**src/rtl/itfp_pkg.sv**
```systemverilog
`timescale 1ns / 1ps
`default_nettype none

package itfp_pkg;

  localparam int SigSymbols = 104;
  localparam int QDepth     = 4;
  localparam int QAw        = $clog2(QDepth);

  localparam logic CMD_START  = 1'b0;
  localparam logic CMD_SYMBOL = 1'b1;

  localparam logic [2:0] KIND_TIMESTAMP = 3'd0;
  localparam logic [2:0] KIND_HEADER    = 3'd1;
  localparam logic [2:0] KIND_BYTE      = 3'd2;
  localparam logic [2:0] KIND_END       = 3'd3;
  localparam logic [2:0] KIND_SIG       = 3'd4;
  localparam logic [2:0] KIND_ERROR     = 3'd5;
  localparam logic [2:0] KIND_DONE      = 3'd6;

  localparam logic [1:0] ERR_NONE  = 2'd0;
  localparam logic [1:0] ERR_SHORT = 2'd1;
  localparam logic [1:0] ERR_TRUNC = 2'd2;

  typedef struct packed {
    logic        cmd;
    logic [4:0]  symbol;
    logic [11:0] symbol_count;
  } in_t;

  typedef struct packed {
    logic [2:0]  kind;
    logic [4:0]  tag;
    logic [9:0]  field_length;
    logic        accepted;
    logic [7:0]  byte_value;
    logic [3:0]  hop_index;
    logic [5:0]  hop_offset;
    logic [34:0] timestamp_value;
    logic [9:0]  cltv_value;
    logic [1:0]  error_code;
    logic        last;
  } res_t;

  // One input beat's worth of results: one or two.
  typedef struct packed {
    logic two;
    res_t r0;
    res_t r1;
  } step_t;

endpackage

`default_nettype wire

```
**src/rtl/itfp_front.sv**
```systemverilog
`timescale 1ns / 1ps
`default_nettype none

module itfp_front (
  input  wire logic            clk,
  input  wire logic            rst,
  input  wire logic            accept,
  input  wire itfp_pkg::in_t   item,
  output logic                 step_valid,
  output itfp_pkg::step_t      step
);

  localparam logic [2:0] PH_IDLE = 3'd0;
  localparam logic [2:0] PH_TIME = 3'd1;
  localparam logic [2:0] PH_TAG  = 3'd2;
  localparam logic [2:0] PH_LHI  = 3'd3;
  localparam logic [2:0] PH_LLO  = 3'd4;
  localparam logic [2:0] PH_VAL  = 3'd5;
  localparam logic [2:0] PH_SKIP = 3'd6;
  localparam logic [2:0] PH_SIG  = 3'd7;

  localparam logic [4:0] TAG_HASH    = 5'd1;
  localparam logic [4:0] TAG_ROUTE   = 5'd3;
  localparam logic [4:0] TAG_FEAT    = 5'd5;
  localparam logic [4:0] TAG_EXPIRY  = 5'd6;
  localparam logic [4:0] TAG_DESC    = 5'd13;
  localparam logic [4:0] TAG_SECRET  = 5'd16;
  localparam logic [4:0] TAG_NODE    = 5'd19;
  localparam logic [4:0] TAG_CLTV    = 5'd24;

  localparam logic [9:0] LEN_HASH = 10'd52;
  localparam logic [9:0] LEN_NODE = 10'd53;
  localparam logic [5:0] HOP_LAST = 6'd50;

  logic [2:0]  phase, phase_next;
  logic [11:0] pos, pos_next;
  logic [11:0] data_symbols, data_symbols_next;
  logic [34:0] time_shift, time_shift_next;
  logic [4:0]  cur_tag, cur_tag_next;
  logic [9:0]  length_reg, length_reg_next;
  logic [9:0]  value_left, value_left_next;
  logic [11:0] bit_acc, bit_acc_next;
  logic [3:0]  bit_fill, bit_fill_next;
  logic [3:0]  hop_index, hop_index_next;
  logic [5:0]  hop_offset, hop_offset_next;
  logic        text_ended, text_ended_next;

  logic [1:0]  n_res;

  function automatic logic tag_known(input logic [4:0] t);
    logic k;
    unique case (t) inside
      TAG_HASH, TAG_ROUTE, TAG_FEAT, TAG_EXPIRY,
      TAG_DESC, TAG_SECRET, TAG_NODE, TAG_CLTV: k = 1'b1;
      default: k = 1'b0;
    endcase
    return k;
  endfunction

  function automatic logic tag_ok(input logic [4:0] t, input logic [9:0] n);
    logic k;
    unique case (t) inside
      TAG_HASH, TAG_SECRET:                    k = (n == LEN_HASH);
      TAG_NODE:                                k = (n == LEN_NODE);
      TAG_CLTV:                                k = (n == 10'd1) || (n == 10'd2);
      TAG_ROUTE, TAG_FEAT, TAG_EXPIRY, TAG_DESC: k = 1'b1;
      default:                                 k = 1'b0;
    endcase
    return k;
  endfunction

  function automatic itfp_pkg::res_t mk(
    input logic [2:0]  kind,
    input logic        fld,
    input logic [4:0]  tg,
    input logic [9:0]  ln,
    input logic [7:0]  bv,
    input logic [3:0]  hi,
    input logic [5:0]  ho,
    input logic [34:0] ts,
    input logic [9:0]  cl,
    input logic [1:0]  ec
  );
    itfp_pkg::res_t r;
    r                 = '0;
    r.kind            = kind;
    r.tag             = fld ? tg : 5'd0;
    r.field_length    = fld ? ln : 10'd0;
    r.accepted        = fld && tag_ok(tg, ln);
    r.byte_value      = bv;
    r.hop_index       = hi;
    r.hop_offset      = ho;
    r.timestamp_value = ts;
    r.cltv_value      = cl;
    r.error_code      = ec;
    return r;
  endfunction

  // Effective view of the step after the switch into the signature section.
  logic [2:0]  ph;
  logic [11:0] eacc;
  logic [3:0]  efill;
  logic [11:0] rg_acc;
  logic [3:0]  rg_fill5;
  logic        rg_hit;
  logic [3:0]  rg_fill;
  logic [7:0]  rg_byte;
  logic [11:0] ds_new;
  logic [9:0]  len_full;
  logic        acc_now;
  logic [9:0]  cltv_acc;
  logic [9:0]  left_dec;
  logic [12:0] pos_p1;
  logic        emit_byte;
  itfp_pkg::res_t r0, r1;

  assign pos_p1   = {1'b0, pos} + 13'd1;
  assign len_full = {length_reg[9:5], item.symbol};
  assign acc_now  = tag_ok(cur_tag, length_reg);
  assign cltv_acc = {bit_acc[4:0], item.symbol};
  assign left_dec = value_left - 10'd1;
  assign ds_new   = item.symbol_count - 12'(itfp_pkg::SigSymbols);

  always_comb begin
    ph    = phase;
    eacc  = bit_acc;
    efill = bit_fill;
    if (phase != PH_IDLE && phase != PH_SIG && pos >= data_symbols) begin
      ph    = PH_SIG;
      eacc  = '0;
      efill = '0;
    end
    rg_acc   = {eacc[6:0], item.symbol};
    rg_fill5 = efill + 4'd5;
    rg_hit   = rg_fill5 >= 4'd8;
    rg_fill  = rg_hit ? rg_fill5 - 4'd8 : rg_fill5;
    rg_byte  = 8'(rg_acc >> rg_fill);
  end

  always_comb begin
    phase_next        = phase;
    pos_next          = pos;
    data_symbols_next = data_symbols;
    time_shift_next   = time_shift;
    cur_tag_next      = cur_tag;
    length_reg_next   = length_reg;
    value_left_next   = value_left;
    bit_acc_next      = bit_acc;
    bit_fill_next     = bit_fill;
    hop_index_next    = hop_index;
    hop_offset_next   = hop_offset;
    text_ended_next   = text_ended;
    n_res             = 2'd0;
    r0                = '0;
    r1                = '0;
    emit_byte         = 1'b0;

    if (item.cmd == itfp_pkg::CMD_START) begin
      phase_next        = PH_IDLE;
      pos_next          = '0;
      data_symbols_next = '0;
      time_shift_next   = '0;
      cur_tag_next      = '0;
      length_reg_next   = '0;
      value_left_next   = '0;
      bit_acc_next      = '0;
      bit_fill_next     = '0;
      hop_index_next    = '0;
      hop_offset_next   = '0;
      text_ended_next   = 1'b0;
      n_res             = 2'd1;
      if (item.symbol_count <= 12'(itfp_pkg::SigSymbols)) begin
        r0 = mk(itfp_pkg::KIND_ERROR, 1'b0, '0, '0, '0, '0, '0, '0, '0,
                itfp_pkg::ERR_SHORT);
      end else begin
        data_symbols_next = ds_new;
        if (ds_new < 12'd7) begin
          phase_next = PH_SKIP;
          r0 = mk(itfp_pkg::KIND_ERROR, 1'b1, '0, '0, '0, '0, '0, '0, '0,
                  itfp_pkg::ERR_TRUNC);
        end else begin
          phase_next = PH_TIME;
          n_res      = 2'd0;
        end
      end
    end else if (phase != PH_IDLE) begin
      pos_next      = pos_p1[11:0];
      bit_acc_next  = eacc;
      bit_fill_next = efill;
      phase_next    = ph;
      unique case (ph)
        PH_TIME: begin
          time_shift_next = {time_shift[29:0], item.symbol};
          if (pos == 12'd6) begin
            n_res      = 2'd1;
            r0 = mk(itfp_pkg::KIND_TIMESTAMP, 1'b0, '0, '0, '0, '0, '0,
                    {time_shift[29:0], item.symbol}, '0, itfp_pkg::ERR_NONE);
            phase_next = PH_TAG;
          end
        end
        PH_TAG: begin
          cur_tag_next    = item.symbol;
          length_reg_next = '0;
          if ({1'b0, pos} + 13'd3 > {1'b0, data_symbols}) begin
            n_res      = 2'd1;
            r0 = mk(itfp_pkg::KIND_ERROR, 1'b1, item.symbol, '0, '0, '0, '0,
                    '0, '0, itfp_pkg::ERR_TRUNC);
            phase_next = PH_SKIP;
          end else begin
            phase_next = PH_LHI;
          end
        end
        PH_LHI: begin
          length_reg_next = {item.symbol, 5'd0};
          phase_next      = PH_LLO;
        end
        PH_LLO: begin
          length_reg_next = len_full;
          n_res           = 2'd1;
          if (pos_p1 + {3'd0, len_full} > {1'b0, data_symbols}) begin
            r0 = mk(itfp_pkg::KIND_ERROR, 1'b1, cur_tag, len_full, '0, '0, '0,
                    '0, '0, itfp_pkg::ERR_TRUNC);
            phase_next = PH_SKIP;
          end else begin
            bit_acc_next    = '0;
            bit_fill_next   = '0;
            hop_index_next  = '0;
            hop_offset_next = '0;
            text_ended_next = 1'b0;
            r0 = mk(itfp_pkg::KIND_HEADER, 1'b1, cur_tag, len_full, '0, '0, '0,
                    '0, '0, itfp_pkg::ERR_NONE);
            if (len_full == 10'd0) begin
              n_res      = 2'd2;
              r1 = mk(itfp_pkg::KIND_END, 1'b1, cur_tag, len_full, '0, '0, '0,
                      '0, '0, itfp_pkg::ERR_NONE);
              phase_next = PH_TAG;
            end else begin
              value_left_next = len_full;
              phase_next      = PH_VAL;
            end
          end
        end
        PH_VAL: begin
          if (cur_tag == TAG_CLTV) begin
            if (acc_now) bit_acc_next = {2'd0, cltv_acc};
          end else if (tag_known(cur_tag)) begin
            bit_acc_next  = rg_acc;
            bit_fill_next = rg_fill;
            if (rg_hit) begin
              emit_byte = 1'b1;
              if (cur_tag == TAG_DESC) begin
                // drop everything from the first zero byte on
                if (text_ended || rg_byte == 8'd0) begin
                  text_ended_next = 1'b1;
                  emit_byte       = 1'b0;
                end
              end else if (cur_tag == TAG_ROUTE) begin
                if (hop_offset == HOP_LAST) begin
                  hop_offset_next = '0;
                  hop_index_next  = hop_index + 4'd1;
                end else begin
                  hop_offset_next = hop_offset + 6'd1;
                end
              end
            end
          end
          if (emit_byte) begin
            n_res = 2'd1;
            r0 = mk(itfp_pkg::KIND_BYTE, 1'b1, cur_tag, length_reg, rg_byte,
                    (cur_tag == TAG_ROUTE) ? hop_index : 4'd0,
                    (cur_tag == TAG_ROUTE) ? hop_offset : 6'd0,
                    '0, '0, itfp_pkg::ERR_NONE);
          end
          value_left_next = left_dec;
          if (left_dec == 10'd0) begin
            if (emit_byte) begin
              n_res = 2'd2;
              r1 = mk(itfp_pkg::KIND_END, 1'b1, cur_tag, length_reg, '0, '0, '0,
                      '0, (cur_tag == TAG_CLTV && acc_now) ? cltv_acc : 10'd0,
                      itfp_pkg::ERR_NONE);
            end else begin
              n_res = 2'd1;
              r0 = mk(itfp_pkg::KIND_END, 1'b1, cur_tag, length_reg, '0, '0, '0,
                      '0, (cur_tag == TAG_CLTV && acc_now) ? cltv_acc : 10'd0,
                      itfp_pkg::ERR_NONE);
            end
            phase_next = PH_TAG;
          end
        end
        PH_SIG: begin
          bit_acc_next  = rg_acc;
          bit_fill_next = rg_fill;
          if (rg_hit) begin
            n_res = 2'd1;
            r0 = mk(itfp_pkg::KIND_SIG, 1'b0, '0, '0, rg_byte, '0, '0, '0, '0,
                    itfp_pkg::ERR_NONE);
          end
          if (pos_p1 >= {1'b0, data_symbols} + 13'(itfp_pkg::SigSymbols)) begin
            if (rg_hit) begin
              n_res = 2'd2;
              r1 = mk(itfp_pkg::KIND_DONE, 1'b0, '0, '0, '0, '0, '0, '0, '0,
                      itfp_pkg::ERR_NONE);
            end else begin
              n_res = 2'd1;
              r0 = mk(itfp_pkg::KIND_DONE, 1'b0, '0, '0, '0, '0, '0, '0, '0,
                      itfp_pkg::ERR_NONE);
            end
            phase_next = PH_IDLE;
          end
        end
        default: begin
          // skipping: only the position advances
        end
      endcase
    end

    r0.last = (n_res == 2'd1);
    r1.last = 1'b1;
  end

  assign step_valid = accept && (n_res != 2'd0);
  assign step.two   = (n_res == 2'd2);
  assign step.r0    = r0;
  assign step.r1    = r1;

  always_ff @(posedge clk) begin
    if (rst) begin
      phase        <= PH_IDLE;
      pos          <= '0;
      data_symbols <= '0;
      time_shift   <= '0;
      cur_tag      <= '0;
      length_reg   <= '0;
      value_left   <= '0;
      bit_acc      <= '0;
      bit_fill     <= '0;
      hop_index    <= '0;
      hop_offset   <= '0;
      text_ended   <= 1'b0;
    end else if (accept) begin
      phase        <= phase_next;
      pos          <= pos_next;
      data_symbols <= data_symbols_next;
      time_shift   <= time_shift_next;
      cur_tag      <= cur_tag_next;
      length_reg   <= length_reg_next;
      value_left   <= value_left_next;
      bit_acc      <= bit_acc_next;
      bit_fill     <= bit_fill_next;
      hop_index    <= hop_index_next;
      hop_offset   <= hop_offset_next;
      text_ended   <= text_ended_next;
    end
  end

  a_active_has_data: assert property (@(posedge clk) disable iff (rst)
    phase != PH_IDLE |-> data_symbols != 12'd0)
    else $error("parser active with no data symbols");

  a_pair_ends: assert property (@(posedge clk) disable iff (rst)
    step_valid && step.two |->
      step.r1.kind == itfp_pkg::KIND_END || step.r1.kind == itfp_pkg::KIND_DONE)
    else $error("second result of a beat is not a field end or done");

  a_hop_range: assert property (@(posedge clk) disable iff (rst)
    hop_offset <= HOP_LAST && bit_fill <= 4'd7)
    else $error("hop offset or fill count out of range");

endmodule

`default_nettype wire

```
**src/rtl/itfp_queue.sv**
```systemverilog
`timescale 1ns / 1ps
`default_nettype none

module itfp_queue (
  input  wire logic             clk,
  input  wire logic             rst,
  input  wire logic             wr,
  input  wire itfp_pkg::step_t  wr_data,
  input  wire logic             rd,
  output itfp_pkg::step_t       head,
  output logic                  is_empty,
  output logic                  is_full
);

  itfp_pkg::step_t              slots [itfp_pkg::QDepth];
  logic [itfp_pkg::QAw-1:0]     wp, rp;
  logic [itfp_pkg::QAw:0]       cnt;

  assign head     = slots[rp];
  assign is_empty = (cnt == '0);
  assign is_full  = (cnt == (itfp_pkg::QAw + 1)'(itfp_pkg::QDepth));

  always_ff @(posedge clk) begin
    if (wr) slots[wp] <= wr_data;
  end

  always_ff @(posedge clk) begin
    if (rst) begin
      wp  <= '0;
      rp  <= '0;
      cnt <= '0;
    end else begin
      if (wr) wp <= wp + 1'b1;
      if (rd) rp <= rp + 1'b1;
      if (wr && !rd) cnt <= cnt + 1'b1;
      else if (rd && !wr) cnt <= cnt - 1'b1;
    end
  end

  a_no_overflow: assert property (@(posedge clk) disable iff (rst)
    wr |-> !is_full)
    else $error("write into a full queue");

  a_no_underflow: assert property (@(posedge clk) disable iff (rst)
    rd |-> !is_empty)
    else $error("read from an empty queue");

  a_ptr_gap: assert property (@(posedge clk) disable iff (rst)
    (cnt == '0 || is_full) |-> wp == rp)
    else $error("pointers disagree with count");

endmodule

`default_nettype wire

```
**src/rtl/itfp_back.sv**
```systemverilog
`timescale 1ns / 1ps
`default_nettype none

module itfp_back (
  input  wire logic             clk,
  input  wire logic             rst,
  input  wire itfp_pkg::step_t  head,
  input  wire logic             q_empty,
  output logic                  q_rd,
  input  wire logic             pop,
  output logic                  empty,
  output itfp_pkg::res_t        result
);

  logic            out_valid;
  itfp_pkg::res_t  out_reg;
  logic            second;
  logic            load;

  assign empty  = !out_valid;
  assign result = out_reg;
  assign load   = !out_valid || pop;
  assign q_rd   = load && !q_empty && (second || !head.two);

  always_ff @(posedge clk) begin
    if (load && !q_empty) out_reg <= second ? head.r1 : head.r0;
  end

  always_ff @(posedge clk) begin
    if (rst) begin
      out_valid <= 1'b0;
      second    <= 1'b0;
    end else if (load) begin
      out_valid <= !q_empty;
      // advance to the second result or release the entry
      if (!q_empty) second <= !second && head.two;
    end
  end

  a_second_pending: assert property (@(posedge clk) disable iff (rst)
    second |-> !q_empty && head.two)
    else $error("second result pending without its entry");

  a_second_follows_first: assert property (@(posedge clk) disable iff (rst)
    second |-> out_valid && !out_reg.last)
    else $error("first result of a pair marked last");

  a_last_frees: assert property (@(posedge clk) disable iff (rst)
    q_rd |-> (second ? head.r1.last : head.r0.last))
    else $error("entry released before its last result");

endmodule

`default_nettype wire

```
**src/rtl/invoice_tagged_field_parser_core.sv**
```systemverilog
`timescale 1ns / 1ps
`default_nettype none

// Streaming parser for the tagged-field data part of a payment invoice.
// Input channel: an item is taken on a clock edge with push high and full low.
//   cmd start carries the total symbol count (signature included); cmd symbol
//   carries one 5-bit data symbol. Symbols that arrive while idle are ignored.
// Result channel: while empty is low, the oldest result sits on result; it is
//   taken on an edge with pop high. last marks the final result of one input.
// Each input is parsed in the cycle it is taken and gives zero, one or two
//   results. The first result is written into the queue at the edge that takes
//   its input and then moves on into the output register when that is free.
// Throughput: one input per cycle while full is low and one result per cycle
//   while pop is high; an input that yields two results gives them out in turn.
// A four-entry queue sits between parser and output stage: when the receiver
//   stalls, full rises once it fills, and no result is lost.
// Reset (rst, synchronous) idles the parser and empties the queue and output.

module invoice_tagged_field_parser_core (
  input  wire logic            clk,
  input  wire logic            rst,
  input  wire logic            push,
  output logic                 full,
  input  wire itfp_pkg::in_t   item,
  output logic                 empty,
  input  wire logic            pop,
  output itfp_pkg::res_t       result
);

  logic             accept;
  logic             step_valid;
  itfp_pkg::step_t  step;
  itfp_pkg::step_t  head;
  logic             q_empty;
  logic             q_rd;

  assign accept = push && !full;

  itfp_front u_front (
    .clk        (clk),
    .rst        (rst),
    .accept     (accept),
    .item       (item),
    .step_valid (step_valid),
    .step       (step)
  );

  itfp_queue u_queue (
    .clk      (clk),
    .rst      (rst),
    .wr       (step_valid),
    .wr_data  (step),
    .rd       (q_rd),
    .head     (head),
    .is_empty (q_empty),
    .is_full  (full)
  );

  itfp_back u_back (
    .clk     (clk),
    .rst     (rst),
    .head    (head),
    .q_empty (q_empty),
    .q_rd    (q_rd),
    .pop     (pop),
    .empty   (empty),
    .result  (result)
  );

endmodule

`default_nettype wire
```
**config.mk**
```make
export PLATFORM = sky130hd
export DESIGN_NAME = invoice_tagged_field_parser_core
export DESIGN_NICKNAME = d
export VERILOG_FILES = /design/src/rtl/itfp_pkg.sv /design/src/rtl/itfp_front.sv /design/src/rtl/itfp_queue.sv /design/src/rtl/itfp_back.sv /design/src/rtl/invoice_tagged_field_parser_core.sv
export SDC_FILE = /design/constraint.sdc
export NUM_CORES = 1
export LEC_CHECK = 0
export BUFFER_PORTS_ARGS = -buffer_cell sky130_fd_sc_hd__buf_2
export CORE_MARGIN = 4
export CORE_UTILIZATION = 55
export DETAILED_ROUTE_END_ITERATION = 10
export GPL_ROUTABILITY_DRIVEN = 0
export MAX_ROUTING_LAYER = met4
export PLACE_DENSITY = 0.72
export SLEW_MARGIN = 20
export SYNTH_ARGS = -nofsm -noshare
export SYNTH_HDL_FRONTEND = slang
export SYNTH_SLANG_ARGS = --single-unit
```
**constraint.sdc**
```tcl
create_clock -name clk -period 10.95 [get_ports clk]
set_clock_uncertainty 0.1 [all_clocks]
set_input_delay 2.7375 -clock clk [delete_from_list [all_inputs] [get_ports clk]]
set_output_delay 2.7375 -clock clk [all_outputs]
set_load 0.01 [all_outputs]
```
; After elaboration in Yosys (flattened, before gate mapping)
; Memory sizes are Yosys's and may differ from the RTL's. A register that Yosys moved wholly into a read port is not among the register bits.
; Index checks and enable logic that the tools add are counted.
[word_totals]
ff_bits = 203
ramBits = 680
input_bits = 22
output_inout_bits = 87
n_memories = 1
[classes]
addsub = 14
order_cmp = 7
n_eq_ne = 49
shift = 1
mux = 138
n_bitwise = 2
n_reduce_logical = 44
[memory_table]
columns = memory, depth, word_bits, read_ports, rd_clocked_by_memory_dff, write_ports, line
row1 = u_queue.slots, 4, 170, 1, 1, 1, itfp_queue.sv:15  ; itfp_pkg::step_t slots [itfp_pkg::QDepth];
[op_table]
columns = operator, count
row1 = $mux 85, 17
row2 = $pmux 85 s5, 1
row3 = $mux 84, 4
row4 = $pmux 85 s3, 1
row5 = $mux 12, 10
row6 = $mux 30, 3
row7 = $mux 10, 7
row8 = $mux 4, 17
row9 = $mux 6, 10
row10 = $mux 48, 1
row11 = $eq 10x6->1 const B, 4
row12 = $mux 3, 13
row13 = $pmux 12 s3, 1
row14 = $mux 1, 30
row15 = $pmux 10 s3, 1
row16 = $gt 13x12->1, 2
row17 = $eq 10x1->1 const B, 2
row18 = $eq 10x2->1 const B, 2
row19 = $eq 5x3->1 const B, 4
row20 = $logic_not 10->1, 2
row21 = $mux 2, 10
row22 = $pmux 10 s2, 1
row23 = $ne 3x3->1 const B, 6
row24 = $pmux 3 s6, 1
row25 = other kinds (59), 105

; Depth between registers and ports, before layout
[logic_depth]
word_depth = 29
ltp_mapped = 32
mapped_depth_nobuf = 29

; Modules after synthesis
; Synthesis repeated with hierarchy kept, for this count alone.
[hier_totals]
cells_unflattened = 2423
hier_area_um2 = 38533.2
[by_module_without_submodules]
columns = mod, n_inst, cells_each, area_each_um2, seq_area_each_um2
row1 = itfp_queue, 1, 937, 25069.0, 20719.9
row2 = itfp_front, 1, 1293, 9656.8, 2082.0
row3 = itfp_back, 1, 192, 3793.6, 2592.5
row4 = invoice_tagged_field_parser_core, 1, 1, 13.8, 0.0

; Worst setup path before layout
; Ideal clock, no wire load.
[synth_timing]
kind = input port to flip-flop
startpoint = in item[13] (netlist name)
endpoint = mem u_queue.slots[0][100] (netlist name), enable pin
setup_ps = 487
arrival_time_ps = 9234
slack_ps = 1128
stages = 21
n_path_buf = 1
cell_sequence = clkbuf_1 inv_1 fa_1 nand2b_1 a21oi_1 nor2_1 nor2_1 nor2_1 o21bai_1 a21oi_1 xnor2_1 ha_1 a21o_1 a221o_1 mux2_2 o31ai_1 o221ai_2 o31ai_1 a2111oi_2 nor3_4 and2_1
[synth_via]
elab_chain_cells = 20
word_cells_on_any_way = 26
cone_classes = add/sub: 1 / order compare: 1 / shift: 1 / mux: 18 / reduce/logical: 5
[synth_rtl]
columns = item, line
row1 = from (decl), invoice_tagged_field_parser_core.sv:24  ; input wire itfp_pkg::in_t item,
row2 = $shr 12x4->8, itfp_front.sv:137  ; rg_byte = 8'(rg_acc >> rg_fill);
row3 = $logic_not 8->1, itfp_front.sv:253  ; if (text_ended || rg_byte == 8'd0) begin
row4 = $logic_or 1x1->1, itfp_front.sv:253
row5 = $mux 1, itfp_front.sv:253
row6 = $mux 1, itfp_front.sv:251  ; if (cur_tag == TAG_DESC) begin
row7 = $mux 1, itfp_front.sv:249  ; if (rg_hit) begin
row8 = $mux 1, itfp_front.sv:246  ; end else if (tag_known(cur_tag)) begin
row9 = $mux 1, itfp_front.sv:244  ; if (cur_tag == TAG_CLTV) begin
row10 = [... 5 more ...], n/a
row11 = $pmux 2 s5 *, itfp_front.sv:191  ; unique case (ph)
row12 = $mux 2 *, itfp_front.sv:186  ; end else if (phase != PH_IDLE) begin
row13 = $mux 2 *, itfp_front.sv:158  ; if (item.cmd == itfp_pkg::CMD_START) begin
row14 = $reduce_bool 2->1 *, itfp_front.sv:321  ; assign step_valid = accept && (n_res != 2'd0);
row15 = $logic_and 1x1->1 *, itfp_front.sv:321
row16 = net step_valid, invoice_tagged_field_parser_core.sv:31  ; logic step_valid;
row17 = $mux 1 *, itfp_queue.sv:24  ; if (wr) slots[wp] <= wr_data;
row18 = $mux 1 (implied by the code) *, itfp_queue.sv:24
row19 = to (decl), itfp_queue.sv:15
; The timed path passes the listed nets; every way through them passes the cells marked *. The select of a mux whose other input is x is not followed.

; Final worst setup path
[layout_timing]
startpoint = in item[12] (netlist name)
endpoint = mem u_queue.slots[1][93] (netlist name), enable pin
; Same word-level chain as after synthesis.

==> metrics <==
CP startpoint kind=primary input; P per Cell Area=roughly 190 nW/um^2; Buf/Inv on CP=3; Clock Power Share=34.4%; Rel. slew slack=24.5%; Comb power frac=17.8%; FILL cells=3909; post-synthesis sequential area ratio=between 60% and 70%; Synth Register Bits=660; vias post-DR=about 19000; Top delay family on crit path=compound AO/OA/AOI/OAI gates; Switch Pwr=around 1.7 mW; HP Class=register to register; wire length of the first global-routing pass=105000 um; Worst EP arrival=8560 ps; Cell Area, Synth=29600 um^2; area taken by multi-input logic gates=10300 um^2; setup TNS=0 ps; Placed Cells incl. Taps=2892; hold_buf cts=0; CP endpoint kind=register; Synth Warn #=0; Synth area leader=edfxtp_1; critical path class=primary input to register; H-tree depth=3; die area=57500 um^2; row count=84; DIE WIDTH=roughly 240 um; fmax=~120 MHz; worst hold margin=about 350 ps; Core Util, Final=62.4%; DR DRC count=0; fin cells=3018; most flop-heavy register=u_queue.slots; post-route ant nets=0; area fraction of the dominant cell type after synthesis=55.4%; commonest non-fill, non-tap cell in the layout=edfxtp_1; Area Overhead vs Synth=11.6%; final slew viol count=0; clk buf depth=3; Peak VDD IR=0.000112 V; Worst-Margin Slew=1120 ps; outcome=completed; Final nets=approximately 2400; core area=52900 um^2; Port-buffer cells=108; postcts setup bufs=0; height of the die=between 200 and 250 um; post-synthesis cell count=2152; DRT Wirelength=approximately 67000 um; Flop pwr share=47.8%; Worst Path Required=~11000 ps; post-synthesis cell type count=92; max FFs per register=460; crit-path cells=buf_2 > ha_1 > inv_1 > fa_1 > nand2b_1 > a21oi_1 > nor2_1 > nor2_1 > nor2_1 > o21bai_1 > a21oi_1 > xnor2_1 > ha_1 > a21o_1 > a221o_1 > mux2_2 > o31ai_1 > o221ai_2 > o31ai_1 > a2111oi_2 > nor3_4 > and2_4 > buf_12; CTS Sinks=660; vias in the first global route=18200; Starting Density=55.9%; CP dominant cell by count=nor2_1; minimum clock period=between 8000 and 9000 ps; CP Max Fanout=between 50 and 60; internal power=4.64 mW; Final setup viols=0; Tot GR Track Use=24.1%; top_reg_cell synth=edfxtp_1; DPL Wire Length=42700 um; Clock Latency Late Sink=620 ps; crit path max-delay cell type=and2_4; ys async rst share=0%; Post-synth EDFFs=545; post-DR vias/cell=6.13; WL per Instance=22.2 um; Leak=11.4 nW; clock root cell=clkbuf_16; max incr delay on CP=850 ps; syn avg cell area=between 10 and 15 um^2; largest net degree at the start of global routing=95; Hold Vio Cnt, Final=0; layout cell share with drive strength beyond 1=16.6%; top-level port count=roughly 110; period utilization=76.7%; DR pass1 iterations=6; Worst-path clk slew=60 ps; CTS tree=done; Iter 0 DRT Violations=2084; GR Overflow Total=0; Sw Share=27.2%; sequential cell area=18700 um^2; max-cap violations=0; RSZ-0062 raised after global routing=no; initial antenna violation count=2; synth top area cells=edfxtp_1 55%, mux4_2 8.9%, dfxtp_1 7.8%; cts repair resizes=0; CTS Buf Count=slightly below 70; commonest non-fill, non-tap cells in the layout=545 x edfxtp_1, 207 x nand2_1, 166 x nor2_1
cells by family (layout without fill, tap and decap cells):
family | count (synthesis) | in the layout | share of synthesized area (%)
fa+ha+maj | 82 | 82 | 3.52
buf+inv | 179 | 316 | 2.40
xor+xnor | 61 | 61 | 1.81
flops | 660 | 660 | 63.2
other cells | 1 | 42 | 0.0127
mux | 139 | 139 | 9.68
compound gates | 327 | 327 | 7.61
simple gates | 703 | 703 | 11.8
worst paths after layout:
path / from / end / slack (ps) / cells after the start
hold / removal: u_front.time_shift[27]$_SDFFE_PP0P_ / u_front.time_shift[27]$_SDFFE_PP0P_ / 350 / 2
setup reg to reg: u_front.data_symbols[9]$_SDFFE_PP0P_ / u_queue.slots[1][93]$_DFFE_PP_ / 2610 / 24
hold reg to reg: u_front.time_shift[27]$_SDFFE_PP0P_ / u_front.time_shift[27]$_SDFFE_PP0P_ / 350 / 2
setup / recovery: item[12] / u_queue.slots[1][93]$_DFFE_PP_ / 2550 / 23
metrics by stage:
step | instance area, um^2 | worst slack, ps | total power, mW
3_3_place_gp | 30900 | 2110 | 4.21
6_report | 33000 | 2550 | 6.37
3_5_place_dp | 30900 | 1960 | 4.23
5_1_grt | 33000 | 2160 | 6.64
2_1_floorplan | 29700 | 1130 | 3.83
4_1_cts | 33000 | 2590 | 6.41
power groups by stage:
stage          clock (mW)  sequential [mW]  combinational (mW)
2_1_floorplan           0             3.16               0.671
3_3_place_gp            0             3.09                1.11
3_5_place_dp            0             3.10                1.13
4_1_cts              2.23             3.05                1.14
5_1_grt              2.34             3.07                1.23
6_report             2.19             3.05                1.13
area by class of cell:
| type | instances | area share, % |
|---|---|---|
| Clock buffer | 90 | 5.66 |
| Tap cell | 688 | 2.61 |
| Multi-Input combinational cell | 1352 | 31.4 |
| Timing Repair Buffer | 126 | 2.21 |
| Antenna cell | 2 | 0.0152 |
| Sequential cell | 660 | 56.6 |
| Inverter | 66 | 0.759 |
| Clock inverter | 34 | 0.770 |
cell usage after synthesis, types with 40 or more instances:
master and count:
edfxtp_1 545, nor2_1 166, mux4_2 117, nand3_1 62, ha_1 80, and2_1 86
dfxtp_1 115, and3_1 41, clkbuf_1 76, nand2_1 207, inv_1 66, a21oi_1 118
xnor2_1 40
worst reg2reg max path: stages, from the launching register on:
cell and delay [ps]:
dfxtp_1 390, inv_1 130, ha_1 350, nand4_1 330
nor4_4 780, a21oi_2 320, and2_1 260, ha_1 780
mux2i_1 230, mux4_2 540, nand3b_1 130, nand2b_1 120
o221a_2 190, o221ai_2 130, a31o_2 320, nand2_1 110
ha_1 160, inv_1 40, a2111oi_0 480, a41oi_1 100
o31ai_1 150, a2111oi_2 130, nor3_4 400, and2_4 850
buf_12 390
routing by layer:
layer / wire [um] / vias to the layer above / part of all wire, % / GRT usage, %
met1: 28400 / 9170 / 42 / 33.6
li1: - / 8383 / - / -
met4: 2240 / 0 / 3.3 / 8.78
met2: 31500 / 811 / 47 / 36.7
met5: 0 / - / 0 / -
met3: 4940 / 137 / 7.4 / 3.63
(Power assumes the default switching activity.)
